`config.mk`:
```
export PLATFORM = sky130hd
export DESIGN_NAME = sd_mmc_card_identification_unit
export DESIGN_NICKNAME = d
export VERILOG_FILES = /design/src/sv/sdid_pkg.sv /design/src/sv/sdid_seq.sv /design/src/sv/sd_mmc_card_identification_unit.sv
export SDC_FILE = /design/constraint.sdc
export NUM_CORES = 1
export LEC_CHECK = 0
export BUFFER_PORTS_ARGS = -buffer_cell sky130_fd_sc_hd__buf_2
export CAP_MARGIN = 5
export CORE_MARGIN = 1.5
export CORE_UTILIZATION = 30
export DETAILED_ROUTE_END_ITERATION = 7
export HOLD_SLACK_MARGIN = 0.08
export SYNTH_ARGS = -nofsm -noshare
export SYNTH_HDL_FRONTEND = slang
export SYNTH_SLANG_ARGS = --single-unit
```
`constraint.sdc`:
```
create_clock -name clk -period 9.05 [get_ports clk]
set_input_delay 0.905 -clock clk [delete_from_list [all_inputs] [get_ports clk]]
set_output_delay 0.905 -clock clk [all_outputs]
set_load 0.1 [all_outputs]
```
`src/sv/sdid_pkg.sv`:
```
// ----------------------------------------------------------------------------
// SD/MMC card identification package
// Word types, configuration types and command constants of the unit.
// ----------------------------------------------------------------------------
package sdid_pkg;

    typedef struct packed {
        logic        action;
        logic        timed_out;
        logic        crc_failed;
        logic [31:0] response_word;
    } in_t;

    typedef struct packed {
        logic [5:0]  cmd_index;
        logic [31:0] cmd_argument;
        logic        expect_response;
        logic        long_response;
        logic        check_crc;
        logic        wait_before;
        logic        finished;
        logic        succeeded;
        logic [2:0]  card_type;
        logic [15:0] card_address;
    } out_t;

    typedef struct packed {
        logic [23:0] voltage_window;
        logic [7:0]  op_retry_limit;
    } cfg_t;

    // Configuration register indexes.
    localparam logic CFG_VOLTAGE_WINDOW = 1'b0;
    localparam logic CFG_OP_RETRY_LIMIT = 1'b1;

    localparam logic [23:0] VOLTAGE_WINDOW_RST = 24'h20_0000;
    localparam logic [7:0]  OP_RETRY_LIMIT_RST = 8'd100;

    // Action codes.
    localparam logic ACT_START    = 1'b0;
    localparam logic ACT_COMPLETE = 1'b1;

    // Command indexes.
    localparam logic [5:0] CMD_GO_IDLE      = 6'd0;
    localparam logic [5:0] CMD_SEND_OP_MMC  = 6'd1;
    localparam logic [5:0] CMD_ALL_SEND_CID = 6'd2;
    localparam logic [5:0] CMD_SET_RCA      = 6'd3;
    localparam logic [5:0] CMD_SELECT       = 6'd7;
    localparam logic [5:0] CMD_SEND_IF_COND = 6'd8;
    localparam logic [5:0] CMD_SEND_CSD     = 6'd9;
    localparam logic [5:0] ACMD_SD_SEND_OP  = 6'd41;
    localparam logic [5:0] CMD_APP_CMD      = 6'd55;

    // Card kinds.
    localparam logic [2:0] KIND_NONE = 3'd0;
    localparam logic [2:0] KIND_MMC  = 3'd1;
    localparam logic [2:0] KIND_SD   = 3'd2;
    localparam logic [2:0] KIND_SD2  = 3'd3;
    localparam logic [2:0] KIND_SDHC = 3'd4;

    localparam logic [31:0] IF_COND_ARG  = 32'h0000_01AA;
    localparam logic [7:0]  IF_COND_ECHO = 8'hAA;
    localparam logic [31:0] HCS_BIT      = 32'h4000_0000;
    localparam int          READY_POS    = 31;
    localparam int          HCS_POS      = 30;
    localparam int          ILLEGAL_POS  = 22;
    localparam int          APP_CMD_POS  = 5;
    localparam logic [15:0] MMC_RCA      = 16'h0001;

endpackage

```
`src/sv/sdid_seq.sv`:
```
// ----------------------------------------------------------------------------
// SD/MMC card identification sequencer
// Holds the sequence state and turns one word into the next command.
// ----------------------------------------------------------------------------
module sdid_seq (
    input  logic          clk,
    input  logic          rst_n,
    input  logic          go,
    input  sdid_pkg::in_t item,
    input  sdid_pkg::cfg_t cfg,
    output logic          res_valid,
    output sdid_pkg::out_t res
);
    import sdid_pkg::*;

    typedef enum logic [4:0] {
        PH_IDLE,
        PH_RSTA,
        PH_RSTB,
        PH_IFC,
        PH_RSTC,
        PH_APP,
        PH_SOP,
        PH_RSTD,
        PH_MOP,
        PH_CID,
        PH_RCA,
        PH_CSD,
        PH_SEL,
        PH_DESEL
    } phase_t;

    phase_t      phase_reg, phase_next;
    logic [2:0]  kind_reg, kind_next;
    logic [15:0] addr_reg, addr_next;
    logic [7:0]  attempts_reg, attempts_next;
    logic        retried_reg, retried_next;

    logic        crc_checked;
    logic        ok;
    logic [7:0]  attempts_inc;
    logic        limit_hit;
    logic [31:0] op_window;
    logic        app_ok;
    logic        op_ready;

    assign crc_checked = (phase_reg == PH_IFC) || (phase_reg == PH_CID) ||
                         (phase_reg == PH_RCA) || (phase_reg == PH_CSD) ||
                         (phase_reg == PH_SEL) || (phase_reg == PH_DESEL);
    assign ok           = !item.timed_out && !(item.crc_failed && crc_checked);
    assign attempts_inc = attempts_reg + 8'd1;
    assign limit_hit    = (attempts_inc >= cfg.op_retry_limit);
    assign op_window    = {8'd0, cfg.voltage_window};
    assign app_ok       = ok && !item.response_word[ILLEGAL_POS]
                             && item.response_word[APP_CMD_POS];
    assign op_ready     = ok && item.response_word[READY_POS];

    always_comb
    begin
        phase_next    = phase_reg;
        kind_next     = kind_reg;
        addr_next     = addr_reg;
        attempts_next = attempts_reg;
        retried_next  = retried_reg;
        res_valid     = 1'b1;
        res           = '0;

        if (item.action == ACT_START)
        begin
            kind_next     = KIND_NONE;
            addr_next     = '0;
            attempts_next = '0;
            retried_next  = 1'b0;
            phase_next    = PH_RSTA;
            res.cmd_index = CMD_GO_IDLE;
        end
        else
        begin
            case (phase_reg)
                PH_RSTA, PH_RSTB, PH_RSTC, PH_RSTD:
                begin
                    if (!ok)
                    begin
                        if (!retried_reg)
                        begin
                            // First failure of a reset: repeat it after a wait.
                            retried_next    = 1'b1;
                            res.cmd_index   = CMD_GO_IDLE;
                            res.wait_before = 1'b1;
                        end
                        else if (phase_reg == PH_RSTB)
                        begin
                            retried_next  = 1'b0;
                            phase_next    = PH_RSTC;
                            res.cmd_index = CMD_GO_IDLE;
                        end
                        else if (phase_reg == PH_RSTC)
                        begin
                            retried_next  = 1'b0;
                            phase_next    = PH_RSTD;
                            res.cmd_index = CMD_GO_IDLE;
                        end
                        else
                        begin
                            phase_next   = PH_IDLE;
                            res.finished = 1'b1;
                        end
                    end
                    else
                    begin
                        retried_next = 1'b0;
                        if (phase_reg == PH_RSTA)
                        begin
                            phase_next    = PH_RSTB;
                            res.cmd_index = CMD_GO_IDLE;
                        end
                        else if (phase_reg == PH_RSTB)
                        begin
                            phase_next          = PH_IFC;
                            res.cmd_index       = CMD_SEND_IF_COND;
                            res.cmd_argument    = IF_COND_ARG;
                            res.expect_response = 1'b1;
                            res.check_crc       = 1'b1;
                        end
                        else
                        begin
                            attempts_next = '0;
                            if (cfg.op_retry_limit == 8'd0)
                            begin
                                kind_next = KIND_NONE;
                                if (phase_reg == PH_RSTC)
                                begin
                                    phase_next    = PH_RSTD;
                                    res.cmd_index = CMD_GO_IDLE;
                                end
                                else
                                begin
                                    phase_next   = PH_IDLE;
                                    res.finished = 1'b1;
                                end
                            end
                            else if (phase_reg == PH_RSTC)
                            begin
                                phase_next          = PH_APP;
                                res.cmd_index       = CMD_APP_CMD;
                                res.expect_response = 1'b1;
                            end
                            else
                            begin
                                phase_next          = PH_MOP;
                                res.cmd_index       = CMD_SEND_OP_MMC;
                                res.cmd_argument    = op_window | HCS_BIT;
                                res.expect_response = 1'b1;
                            end
                        end
                    end
                end

                PH_IFC:
                begin
                    kind_next = (ok && item.response_word[7:0] == IF_COND_ECHO) ?
                                KIND_SD2 : KIND_NONE;
                    retried_next  = 1'b0;
                    phase_next    = PH_RSTC;
                    res.cmd_index = CMD_GO_IDLE;
                end

                PH_APP, PH_SOP:
                begin
                    if (phase_reg == PH_APP && app_ok)
                    begin
                        phase_next          = PH_SOP;
                        res.cmd_index       = ACMD_SD_SEND_OP;
                        res.cmd_argument    = op_window |
                                              ((kind_reg == KIND_SD2) ? HCS_BIT : '0);
                        res.expect_response = 1'b1;
                    end
                    else if (phase_reg == PH_SOP && op_ready)
                    begin
                        if (item.response_word[HCS_POS])
                            kind_next = KIND_SDHC;
                        else if (kind_reg != KIND_SD2)
                            kind_next = KIND_SD;
                        phase_next          = PH_CID;
                        res.cmd_index       = CMD_ALL_SEND_CID;
                        res.expect_response = 1'b1;
                        res.long_response   = 1'b1;
                        res.check_crc       = 1'b1;
                    end
                    else
                    begin
                        // Failed SD poll: retry or fall back to MMC.
                        attempts_next = attempts_inc;
                        if (limit_hit)
                        begin
                            kind_next     = KIND_NONE;
                            retried_next  = 1'b0;
                            phase_next    = PH_RSTD;
                            res.cmd_index = CMD_GO_IDLE;
                        end
                        else
                        begin
                            phase_next          = PH_APP;
                            res.cmd_index       = CMD_APP_CMD;
                            res.expect_response = 1'b1;
                        end
                    end
                end

                PH_MOP:
                begin
                    if (op_ready)
                    begin
                        kind_next           = KIND_MMC;
                        phase_next          = PH_CID;
                        res.cmd_index       = CMD_ALL_SEND_CID;
                        res.expect_response = 1'b1;
                        res.long_response   = 1'b1;
                        res.check_crc       = 1'b1;
                    end
                    else
                    begin
                        attempts_next = attempts_inc;
                        if (limit_hit)
                        begin
                            kind_next    = KIND_NONE;
                            phase_next   = PH_IDLE;
                            res.finished = 1'b1;
                        end
                        else
                        begin
                            res.cmd_index       = CMD_SEND_OP_MMC;
                            res.cmd_argument    = op_window | HCS_BIT;
                            res.expect_response = 1'b1;
                        end
                    end
                end

                PH_CID:
                begin
                    if (ok && kind_reg == KIND_MMC)
                    begin
                        addr_next           = MMC_RCA;
                        phase_next          = PH_RCA;
                        res.cmd_index       = CMD_SET_RCA;
                        res.cmd_argument    = {MMC_RCA, 16'd0};
                        res.expect_response = 1'b1;
                        res.check_crc       = 1'b1;
                    end
                    else if (ok && (kind_reg == KIND_SD || kind_reg == KIND_SD2 ||
                                    kind_reg == KIND_SDHC))
                    begin
                        phase_next          = PH_RCA;
                        res.cmd_index       = CMD_SET_RCA;
                        res.expect_response = 1'b1;
                        res.check_crc       = 1'b1;
                    end
                    else
                    begin
                        // A card without a known kind loses its address too.
                        if (ok)
                            addr_next = '0;
                        phase_next   = PH_IDLE;
                        res.finished = 1'b1;
                    end
                end

                PH_RCA:
                begin
                    if (!ok)
                    begin
                        phase_next   = PH_IDLE;
                        res.finished = 1'b1;
                    end
                    else
                    begin
                        if (kind_reg != KIND_MMC)
                            addr_next = item.response_word[31:16];
                        phase_next          = PH_CSD;
                        res.cmd_index       = CMD_SEND_CSD;
                        res.cmd_argument    = {addr_next, 16'd0};
                        res.expect_response = 1'b1;
                        res.long_response   = 1'b1;
                        res.check_crc       = 1'b1;
                    end
                end

                PH_CSD:
                begin
                    if (!ok)
                    begin
                        phase_next   = PH_IDLE;
                        res.finished = 1'b1;
                    end
                    else
                    begin
                        phase_next          = PH_SEL;
                        res.cmd_index       = CMD_SELECT;
                        res.cmd_argument    = {addr_reg, 16'd0};
                        res.expect_response = 1'b1;
                        res.check_crc       = 1'b1;
                    end
                end

                PH_SEL:
                begin
                    if (!ok)
                    begin
                        phase_next   = PH_IDLE;
                        res.finished = 1'b1;
                    end
                    else
                    begin
                        phase_next          = PH_DESEL;
                        res.cmd_index       = CMD_SELECT;
                        res.expect_response = 1'b1;
                        res.check_crc       = 1'b1;
                    end
                end

                PH_DESEL:
                begin
                    phase_next    = PH_IDLE;
                    res.finished  = 1'b1;
                    res.succeeded = ok;
                end

                default:
                begin
                    // Completion with no sequence running is dropped.
                    phase_next = PH_IDLE;
                    res_valid  = 1'b0;
                end
            endcase
        end

        res.card_type    = kind_next;
        res.card_address = addr_next;
    end

    always_ff @(posedge clk or negedge rst_n)
    begin
        if (!rst_n)
        begin
            phase_reg    <= PH_IDLE;
            kind_reg     <= KIND_NONE;
            addr_reg     <= '0;
            attempts_reg <= '0;
            retried_reg  <= 1'b0;
        end
        else if (go)
        begin
            phase_reg    <= phase_next;
            kind_reg     <= kind_next;
            addr_reg     <= addr_next;
            attempts_reg <= attempts_next;
            retried_reg  <= retried_next;
        end
    end

endmodule

```
`src/sv/sd_mmc_card_identification_unit.sv`:
```
// Path: a word is registered on entry, and its result word is then loaded into the output
// register whenever the output register is empty or being read.
// Throughput: one word per cycle unless the output register is stalled; the sequence state updates in a single pass.
// Reset: rst_n clears both stages, the sequence state (idle, no card, address 0)
// and loads the voltage window 0x200000 and the op-condition poll limit 100.
// ----------------------------------------------------------------------------
// SD/MMC card identification unit
// Input register, identification sequencer and output register.
// ----------------------------------------------------------------------------
module sd_mmc_card_identification_unit (
    input  logic            clk,
    input  logic            rst_n,
    input  logic            in_valid,
    output logic            in_stall,
    input  sdid_pkg::in_t   in_data,
    output logic            out_valid,
    input  logic            out_stall,
    output sdid_pkg::out_t  out_data,
    input  logic            cfg_wr_en,
    input  logic            cfg_index,
    input  logic [23:0]     cfg_data
);
    import sdid_pkg::*;

    cfg_t cfg_reg;
    logic s1_valid_reg, s1_valid_next;
    in_t  s1_data_reg;
    logic out_valid_reg, out_valid_next;
    out_t out_data_reg;

    logic advance;
    logic in_fire;
    logic go;
    logic res_valid;
    out_t res;

    // The entry stage moves on whenever the output register is empty or being read.
    assign advance  = !out_valid_reg || !out_stall;
    assign in_stall = s1_valid_reg && !advance;
    assign in_fire  = in_valid && !in_stall;
    assign go       = s1_valid_reg && advance;

    always_comb
    begin
        s1_valid_next = s1_valid_reg;
        if (in_fire)
            s1_valid_next = 1'b1;
        else if (advance)
            s1_valid_next = 1'b0;

        out_valid_next = out_valid_reg;
        if (go && res_valid)
            out_valid_next = 1'b1;
        else if (!out_stall)
            out_valid_next = 1'b0;
    end

    sdid_seq u_seq (
        .clk       (clk),
        .rst_n     (rst_n),
        .go        (go),
        .item      (s1_data_reg),
        .cfg       (cfg_reg),
        .res_valid (res_valid),
        .res       (res)
    );

    always_ff @(posedge clk or negedge rst_n)
    begin
        if (!rst_n)
        begin
            s1_valid_reg           <= 1'b0;
            out_valid_reg          <= 1'b0;
            cfg_reg.voltage_window <= VOLTAGE_WINDOW_RST;
            cfg_reg.op_retry_limit <= OP_RETRY_LIMIT_RST;
        end
        else
        begin
            s1_valid_reg  <= s1_valid_next;
            out_valid_reg <= out_valid_next;
            if (cfg_wr_en)
            begin
                case (cfg_index)
                    CFG_VOLTAGE_WINDOW: cfg_reg.voltage_window <= cfg_data;
                    CFG_OP_RETRY_LIMIT: cfg_reg.op_retry_limit <= cfg_data[7:0];
                    default:            cfg_reg                <= cfg_reg;
                endcase
            end
        end
    end

    always_ff @(posedge clk)
    begin
        if (in_fire)
            s1_data_reg <= in_data;
        if (go && res_valid)
            out_data_reg <= res;
    end

    assign out_valid = out_valid_reg;
    assign out_data  = out_data_reg;

endmodule

```
== Word-level counts from Yosys, hierarchy flattened ==
Index checks and enable logic that the tools add are counted.
Storage, ports and cells
  bits of input ports: 65
  output and inout bits: 65
  logic and storage cells: 220
  bits in registers: 165
Cells by class
  add/subtract/negate cells: 1
  order comparisons: 1
  equality and inequality tests: 32
  muxes and demuxes: 116
  reduce and logical (&&, ||, !) cells: 43
  bitwise gates (word level): 4
Operators with widths (number)
  $pmux 32 s6: 1
  $mux 33: 3
  $mux 16: 6
  $mux 39: 2
  $mux 32: 2
  $mux 31: 2
  $mux 8: 7
  $mux 5: 11
  $mux 6: 9
  $pmux 6 s7: 1
  $pmux 5 s8: 1
  $mux 3: 13
  $mux 36: 1
  $mux 1: 35
  $mux 34: 1
  $or 24x32->32: 1
  $pmux 16 s2: 1
  $eq 5x4->1 const B: 6
  $mux 4: 6
  $pmux 8 s3: 1
  $eq 5x3->1 const B: 4
  $mux 17: 1
  $ne 3x3->1 const B: 5
  $logic_and 1x1->1: 14
  other kinds (32): 63

== Depth between registers and ports, before layout ==
Gate-level depths: netlist (run 1).
  depth in word-level cells: 15
  depth in mapped cells: 12
  depth with buffers taken out: 11

== Hierarchy ==
A second synthesis (run 1) with hierarchy kept.
Second synthesis, totals
  cell total of the unflattened synthesis: 671
  area, all modules: 7906.3 um^2
By module, submodules not included
  sd_mmc_card_identification_unit: cells an instance 178, times used 1, seq. area each 3798.6 um^2, area each 4329.2 um^2
  sdid_seq: cells an instance 493, times used 1, seq. area each 800.8 um^2, area each 3577.2 um^2

== Worst setup path after synthesis (run 1) ==
OpenSTA, ideal clock, no wires.
  kind: input to register
  from: input out_stall
  to: register out_data_reg (netlist bit out_data[0]) (enable)
  path slack: 4.110 ns
  arrival time: 4.434 ns
  required time: 8.544 ns
  buffers on the path: 1
  library setup time: 0.506 ns
  stages: 4
  cells stage by stage: nand2_1 nand2_1 clkbuf_1 a21oi_1
Between the ends
  cells in the longest elaborated chain, start to end: 4
RTL lines
  start: declaration: line sd_mmc_card_identification_unit.sv:17  | input logic out_stall,
  $logic_not 1->1
  $logic_or 1x1->1: line sd_mmc_card_identification_unit.sv:38  | assign advance = !out_valid_reg || !out_stall;
  $logic_and 1x1->1: line sd_mmc_card_identification_unit.sv:41  | assign go = s1_valid_reg && advance;
  $logic_and 1x1->1: line sd_mmc_card_identification_unit.sv:96  | if (go && res_valid)
  end signal: assignment: line sd_mmc_card_identification_unit.sv:97  | out_data_reg <= res;
  end: declaration: line sd_mmc_card_identification_unit.sv:29  | out_t out_data_reg;
Every way passes these cells.
A chain may end at the register's enable or synchronous reset.

== Worst setup path in the final report (run 1) ==
  from: register u_seq.attempts_reg[0]
  to: register out_data_reg (netlist bit out_data[30]), data pin
Between the ends
  cells in the longest elaborated chain, start to end: 5
RTL lines
  start: declaration: line sdid_seq.sv:36  | logic [7:0] attempts_reg, attempts_next;
  start signal: assignment: line sdid_seq.sv:356  | attempts_reg <= attempts_next;
  $add 8x1->8: line sdid_seq.sv:51  | assign attempts_inc = attempts_reg + 8'd1;
  $ge 8x8->1: line sdid_seq.sv:52  | assign limit_hit = (attempts_inc >= cfg.op_retry_limit);
  $mux 34: line sdid_seq.sv:224  | if (limit_hit)
  $mux 32: line sdid_seq.sv:212  | if (op_ready)
  $pmux 32 s6: line sdid_seq.sv:79  | case (phase_reg)
Every way passes these cells.

==> results of run 1 <==
## metrics by stage
step	power [uW]	worst slack, ns	util	cell area (um2)
floorplan	1785	4.110	-	7352
global placement	1972	5.347	0.3424	8278
detailed placement	1979	5.281	0.3424	8278
CTS	2683	5.275	0.3669	8870
global route	2769	4.970	0.3670	8872
finish	2660	5.340	0.3672	8877
## logic make-up (layout without fill, tap and decap cells)
kind of cell	count (synthesis)	in the layout	synth area share
and+or+nand+nor	209	209	0.1426
adders and majority gates	9	9	0.01532
AOI/OAI and AO/OA	157	157	0.1521
DFF	156	156	0.5929
other	0	3	0
muxes	38	38	0.05769
buffers and inverters	49	174	0.02978
xor gates and xnor gates	8	8	0.009529
## final timing paths
kind | endpoint | slack, ns | depth (start not counted)
hold / removal | cfg_reg[22]$_DFFE_PN0P_ | 0.50 | 1
setup / recovery | out_data[30]$_SDFFCE_PN0P_ | 5.34 | 10
setup reg to reg | out_data[30]$_SDFFCE_PN0P_ | 5.34 | 10
max in group asynchronous | u_seq.kind_reg[2]$_DFFE_PN0P_ | 7.81 | 1
hold reg to reg | cfg_reg[22]$_DFFE_PN0P_ | 0.50 | 1
min in group asynchronous | cfg_reg[1]$_DFFE_PN0P_ | 0.60 | 1
## placed cells by master, fill, tap and decap left out, drive strengths merged, types with 13 or more instances in the layout
cell and count:
o21ai 20, a21boi 13, nand3 17, nor2b 13, clkbuf 22, and2 15
mux2 35, edfxtp 90, inv 15, nor2 44, a21oi 33, nand2b 13
nand2 63, dfrtp 62, buf 129
## per-layer routing
layer,vias to the layer above,share of wire
met1,2672,0.45
met2,190,0.46
met5,-,0.0018
met3,26,0.077
met4,6,0.012
li1,2565,-
## worst max-delay path: cells and delay by family (launching register included)
kind | cells | cell delay [ns]
xor gates and xnor gates | 1 | 0.18
AOI/OAI and AO/OA | 4 | 1.82
and+or+nand+nor | 3 | 0.49
DFF | 1 | 0.41
adders and majority gates | 2 | 0.52
## report_power, final
| part | internal, uW | switching (uW) | leakage, uW |
|---|---|---|---|
| logic | 180 | 819 | 0.00158 |
| clock network | 408 | 289 | 0.000298 |
| registers | 900 | 63.5 | 0.00172 |
| total | 1490 | 1170 | 0.00360 |
## cell type report
| class | count | area share |
|---|---|---|
| well taps | 324 | 0.04567 |
| inverters | 13 | 0.005497 |
| diodes | 3 | 0.0008457 |
| multi-input cells | 421 | 0.3150 |
| repair buffers | 129 | 0.07526 |
| clock inverters | 10 | 0.008457 |
| flip-flops and latches | 156 | 0.4911 |
| clock buffers | 22 | 0.05821 |
==> metrics, run 1 <==
status completed; Worst EP arrival approximately 3.8 ns; CP Launch Type register; Detailed Route WL 19.51 mm; synth cell count leaders edfxtp_1 (90), nand2_1 (63), dfrtp_1 (62), nor2_1 (44), mux2_2 (35); DR pass1 iterations 5; Syn Nets 700; Period minus WS final roughly 3.7 ns; IO buf count 121; Largest register FFs 63; GRT busiest layer met2; clock sink count 156; PwrDens ~300 nW/um2; Die X 159.5 um; fmax 269.6 MHz; clk slew on worst S/H paths 0.06 ns; Post-CTS Setup Bufs 0; largest net degree at the start of global routing 67; nets@finish around 800; worst hold start cfg_reg[22]$_DFFE_PN0P_; Yosys reg bits 156; Yosys cell types 66; CP Class register to register; CTS buffer count 17; Finish-stage setup viols 0; antenna violations before repair 7; slowest CP cell o31ai_1; Initial Utilization 0.3041; vias in the first global route 5330; Peak VDD IR ~0.00015 V; GRT met1 Usage 0.2139; final non-filler cell total ~1100; Critical Path Source u_seq.attempts_reg[0]$_DFFE_PN0P_; WL/cell 18.10 um; GRT met3 Usage 0.04532; DP Wirelength 13.34 mm; Max Root-Sink Buffers 2; post-synthesis to final-layout area growth 20.75%; FILL cells about 2400; GRT Util Overall 0.1544; TritonCTS clock tree built; most common cell in the netlist edfxtp_1; via count 5459; Crit path largest cell delay 0.93 ns; max-cap violation count 0; Clock Latency Late Sink approximately 0.42 ns; Fin. Hold Viols 0; FFs w/ async S/R, synth 0.4231; placed cell count ~1000; Reg-to-Reg Start u_seq.attempts_reg[0]$_DFFE_PN0P_; Warnings, synthesis 0; CP Cell Sequence ha_1, nand3_1, xnor2_1, ha_1, o211a_1, a211oi_1, o31ai_2, nor2_1, o31ai_1, nor2_1; Die H 159.5 um; clk_skew 0.009911 ns; Avg Cell Area, Syn between 10 and 15 um2; Leakage Power 0.003603 uW; mapped cell area 7352 um2; Final Max Slew Viols 0; proportion of layout cells with a drive suffix above 1 0.2916; maximum net fanout on the critical path 7; FF/Latch Area 4359 um2; Slew headroom 0.2970; # IOs 130; Synth top area share 0.3676; DIE AREA roughly 25000 um2; Final period util 0.4099; DRT antenna net count 0; Seq/Total Area, Yosys 0.5929; first-pass GRT wire length 30.26 mm; DR DRC count 0; Multi-input gate area 2796 um2; CORE AREA about 24000 um2; commonest register cell after synthesis edfxtp_1; setup_tns 0 ns; # rows 57; Hold Path Class register to register; drt initial violations about 380; Min Hold Slack 0.4956 ns; Placer Congestion around 0.91; H-tree lvl count 4; DR vias/cell 5.064; Worst Path Required 9.19 ns; Mapped Cells between 600 and 700; measured slew at the worst slew-check pin around 1.0 ns; main area contributors after synthesis edfxtp_1 (37%), dfrtp_1 (21%), mux2_2 (5.4%); crit end category register; RSZ-0062 raised after global routing false; GRT met2 Usage 0.2326; CTS resizes 0; Synth area leader edfxtp_1; CTS root buf clkbuf_16; GR Overflow Total 0; Post-synth EDFFs 90; Post-CTS Hold Fix Bufs 0
(Power assumes the default switching activity.)
==> run 2, diff against run 1 <==
==> constraint.sdc (replaced) <==
create_clock -name clk -period 3.2 [get_ports clk]
set_input_delay 0.32 -clock clk [delete_from_list [all_inputs] [get_ports clk]]
set_output_delay 0.32 -clock clk [all_outputs]
set_load 0.1 [all_outputs]
==> metrics, run 2 (same netlist as run 1, synthesis figures left out) <==
GRT Util Overall 0.1630; hold depth 2; Die X 159.5 um; DIE AREA 25450 um2; Slew headroom 0.3880; IO buf count 121; Fin. Hold Viols 0; Clock Latency Late Sink 0.43 ns; crit end category register; Hold Path Class input pin to register; commonest non-fill, non-tap cell in the layout buf_2; most frequent cells in the layout buf_2 (120), edfxtp_1 (90), nand2_1 (63), dfrtp_1 (62), nor2_1 (43); CTS buffer count 17; # rows 57; DR DRC count 0; clk slew on worst S/H paths 0.07 ns; PwrDens 824.4 nW/um2; H-tree lvl count 4; power consumption around 7700 uW; Final Max Slew Viols 0; Placer Congestion 0.9235; max-cap violation count 0; antenna violations before repair 4; setup_tns 0 ns; CP Launch Type register; fmax 339.3 MHz; status completed; R2R depth 13; proportion of layout cells with a drive suffix above 1 0.3057; clock sink count 156; measured slew at the worst slew-check pin 0.9181 ns; WL/cell 17.82 um; drt initial violations 448; TritonCTS clock tree built; Finish-stage setup viols 0; RSZ-0062 raised after global routing false; Final period util 0.9210; nets@finish 869; DR vias/cell between 5 and 6; CP Class register to register; post-synthesis to final-layout area growth 27.54%; Detailed Route WL 20.20 mm; Leakage Power roughly 0.0039 uW; CTS root buf clkbuf_16; DRT antenna net count 0; vias in the first global route 5605; Initial Utilization 0.3041; Die H between 150 and 200 um; Peak VDD IR 0.0005166 V; Period minus WS final 2.947 ns; Largest register FFs 63; first-pass GRT wire length 31.71 mm; via count 5718; GR Overflow Total 0; clk_skew roughly 0.015 ns; maximum net fanout on the critical path 6; DP Wirelength ~14 mm; Worst Path Required between 3 and 4 ns; largest net degree at the start of global routing 67; Max Root-Sink Buffers 2; # IOs 130; DR pass1 iterations 5; Worst EP arrival 3.26 ns; CORE AREA 24180 um2
run 2: changes by cell type in the layout (fill, tap and decap cells not counted), moves of 2 or more:
cell / delta
bufinv_16: +2
clkbuf_16: -2
clkbuf_8: -2
clkinvlp_4: +2
buf_4: +28
inv_4: -2
dlygate4sd3_1: +28
run 2: repair_timing:
| action | 4_1_cts | 5_1_grt |
|---|---|---|
| hold endpoints to repair | 45 | 1 |
| gates resized for setup | 0 | 1 |
| endpoints found under the setup margin | 0 | 1 |
| setup buffers | 0 | 0 |
| hold buffers | 27 | 1 |
run 2: final timing paths:
check	end	from	slack [ns]
worst max-delay path	u_seq.phase_reg[0]$_DFFE_PN0P_	u_seq.attempts_reg[0]$_DFFE_PN0P_	0.25
worst min-delay path	s1_valid_reg$_DFFE_PN0P_	in_valid	0.11
worst max register to register	u_seq.phase_reg[0]$_DFFE_PN0P_	u_seq.attempts_reg[0]$_DFFE_PN0P_	0.25
worst min register to register	cfg_reg[21]$_DFFE_PN0P_	cfg_reg[21]$_DFFE_PN0P_	0.50
max in group asynchronous	u_seq.kind_reg[2]$_DFFE_PN0P_	rst_n	2.01
min in group asynchronous	cfg_reg[15]$_DFFE_PN0P_	rst_n	0.57
run 2: critical path, stage by stage, from the launching register on:
cell and delay (ns):
dfrtp_1 0.37, ha_1 0.19, nand3_1 0.12, nor2_1 0.15
xor2_1 0.21, ha_1 0.28, a21o_1 0.18, a21oi_1 0.20
o31ai_2 0.10, buf_4 0.14, buf_4 0.15, o32ai_1 0.27
a21oi_2 0.17, mux2_2 0.31
run 2: stage by stage:
step	util	cell area (um2)	hold WS (ns)	setup slack, ns	std cells
finish	0.3878	9376	0.1074	0.2527	1134
global route	0.3877	9374	0.09438	0.02000	1133
CTS	0.3871	9358	0.08055	0.2450	1131
detailed placement	0.3517	8502	0.4871	0.2694	1072
global placement	0.3517	8502	0.4818	0.3149	1072
floorplan	-	7363	0.02441	0.4053	626
run 2: area by class of cell:
type / count / area, um2
antenna: 2 / 5.005
clock buffer: 19 / 442.9
clock inverter: 13 / 142.6
fill: 2371 / 14800
inverter: 13 / 48.80
multi-input combinational: 421 / 2794
sequential: 156 / 4359
tap: 324 / 405.4
timing repair buffer: 186 / 1179
run 2: where the power goes:
group          leakage (uW)  internal, uW  total (uW)  switching [uW]
Combinational       0.00185           618        2950            2330
Clock              0.000283          1170        2020             843
Sequential          0.00172          2540        2770             225
Total               0.00385          4330        7730            3400
run 2: routing by layer:
| metal | GRT usage | part of all wire | vias to the layer above |
|---|---|---|---|
| met4 | 0.05875 | 0.020 | 2 |
| met5 | 0 | 0.00059 | - |
| met3 | 0.04480 | 0.072 | 31 |
| li1 | - | - | 2677 |
| met1 | 0.2220 | 0.46 | 2773 |
| met2 | 0.2483 | 0.45 | 235 |
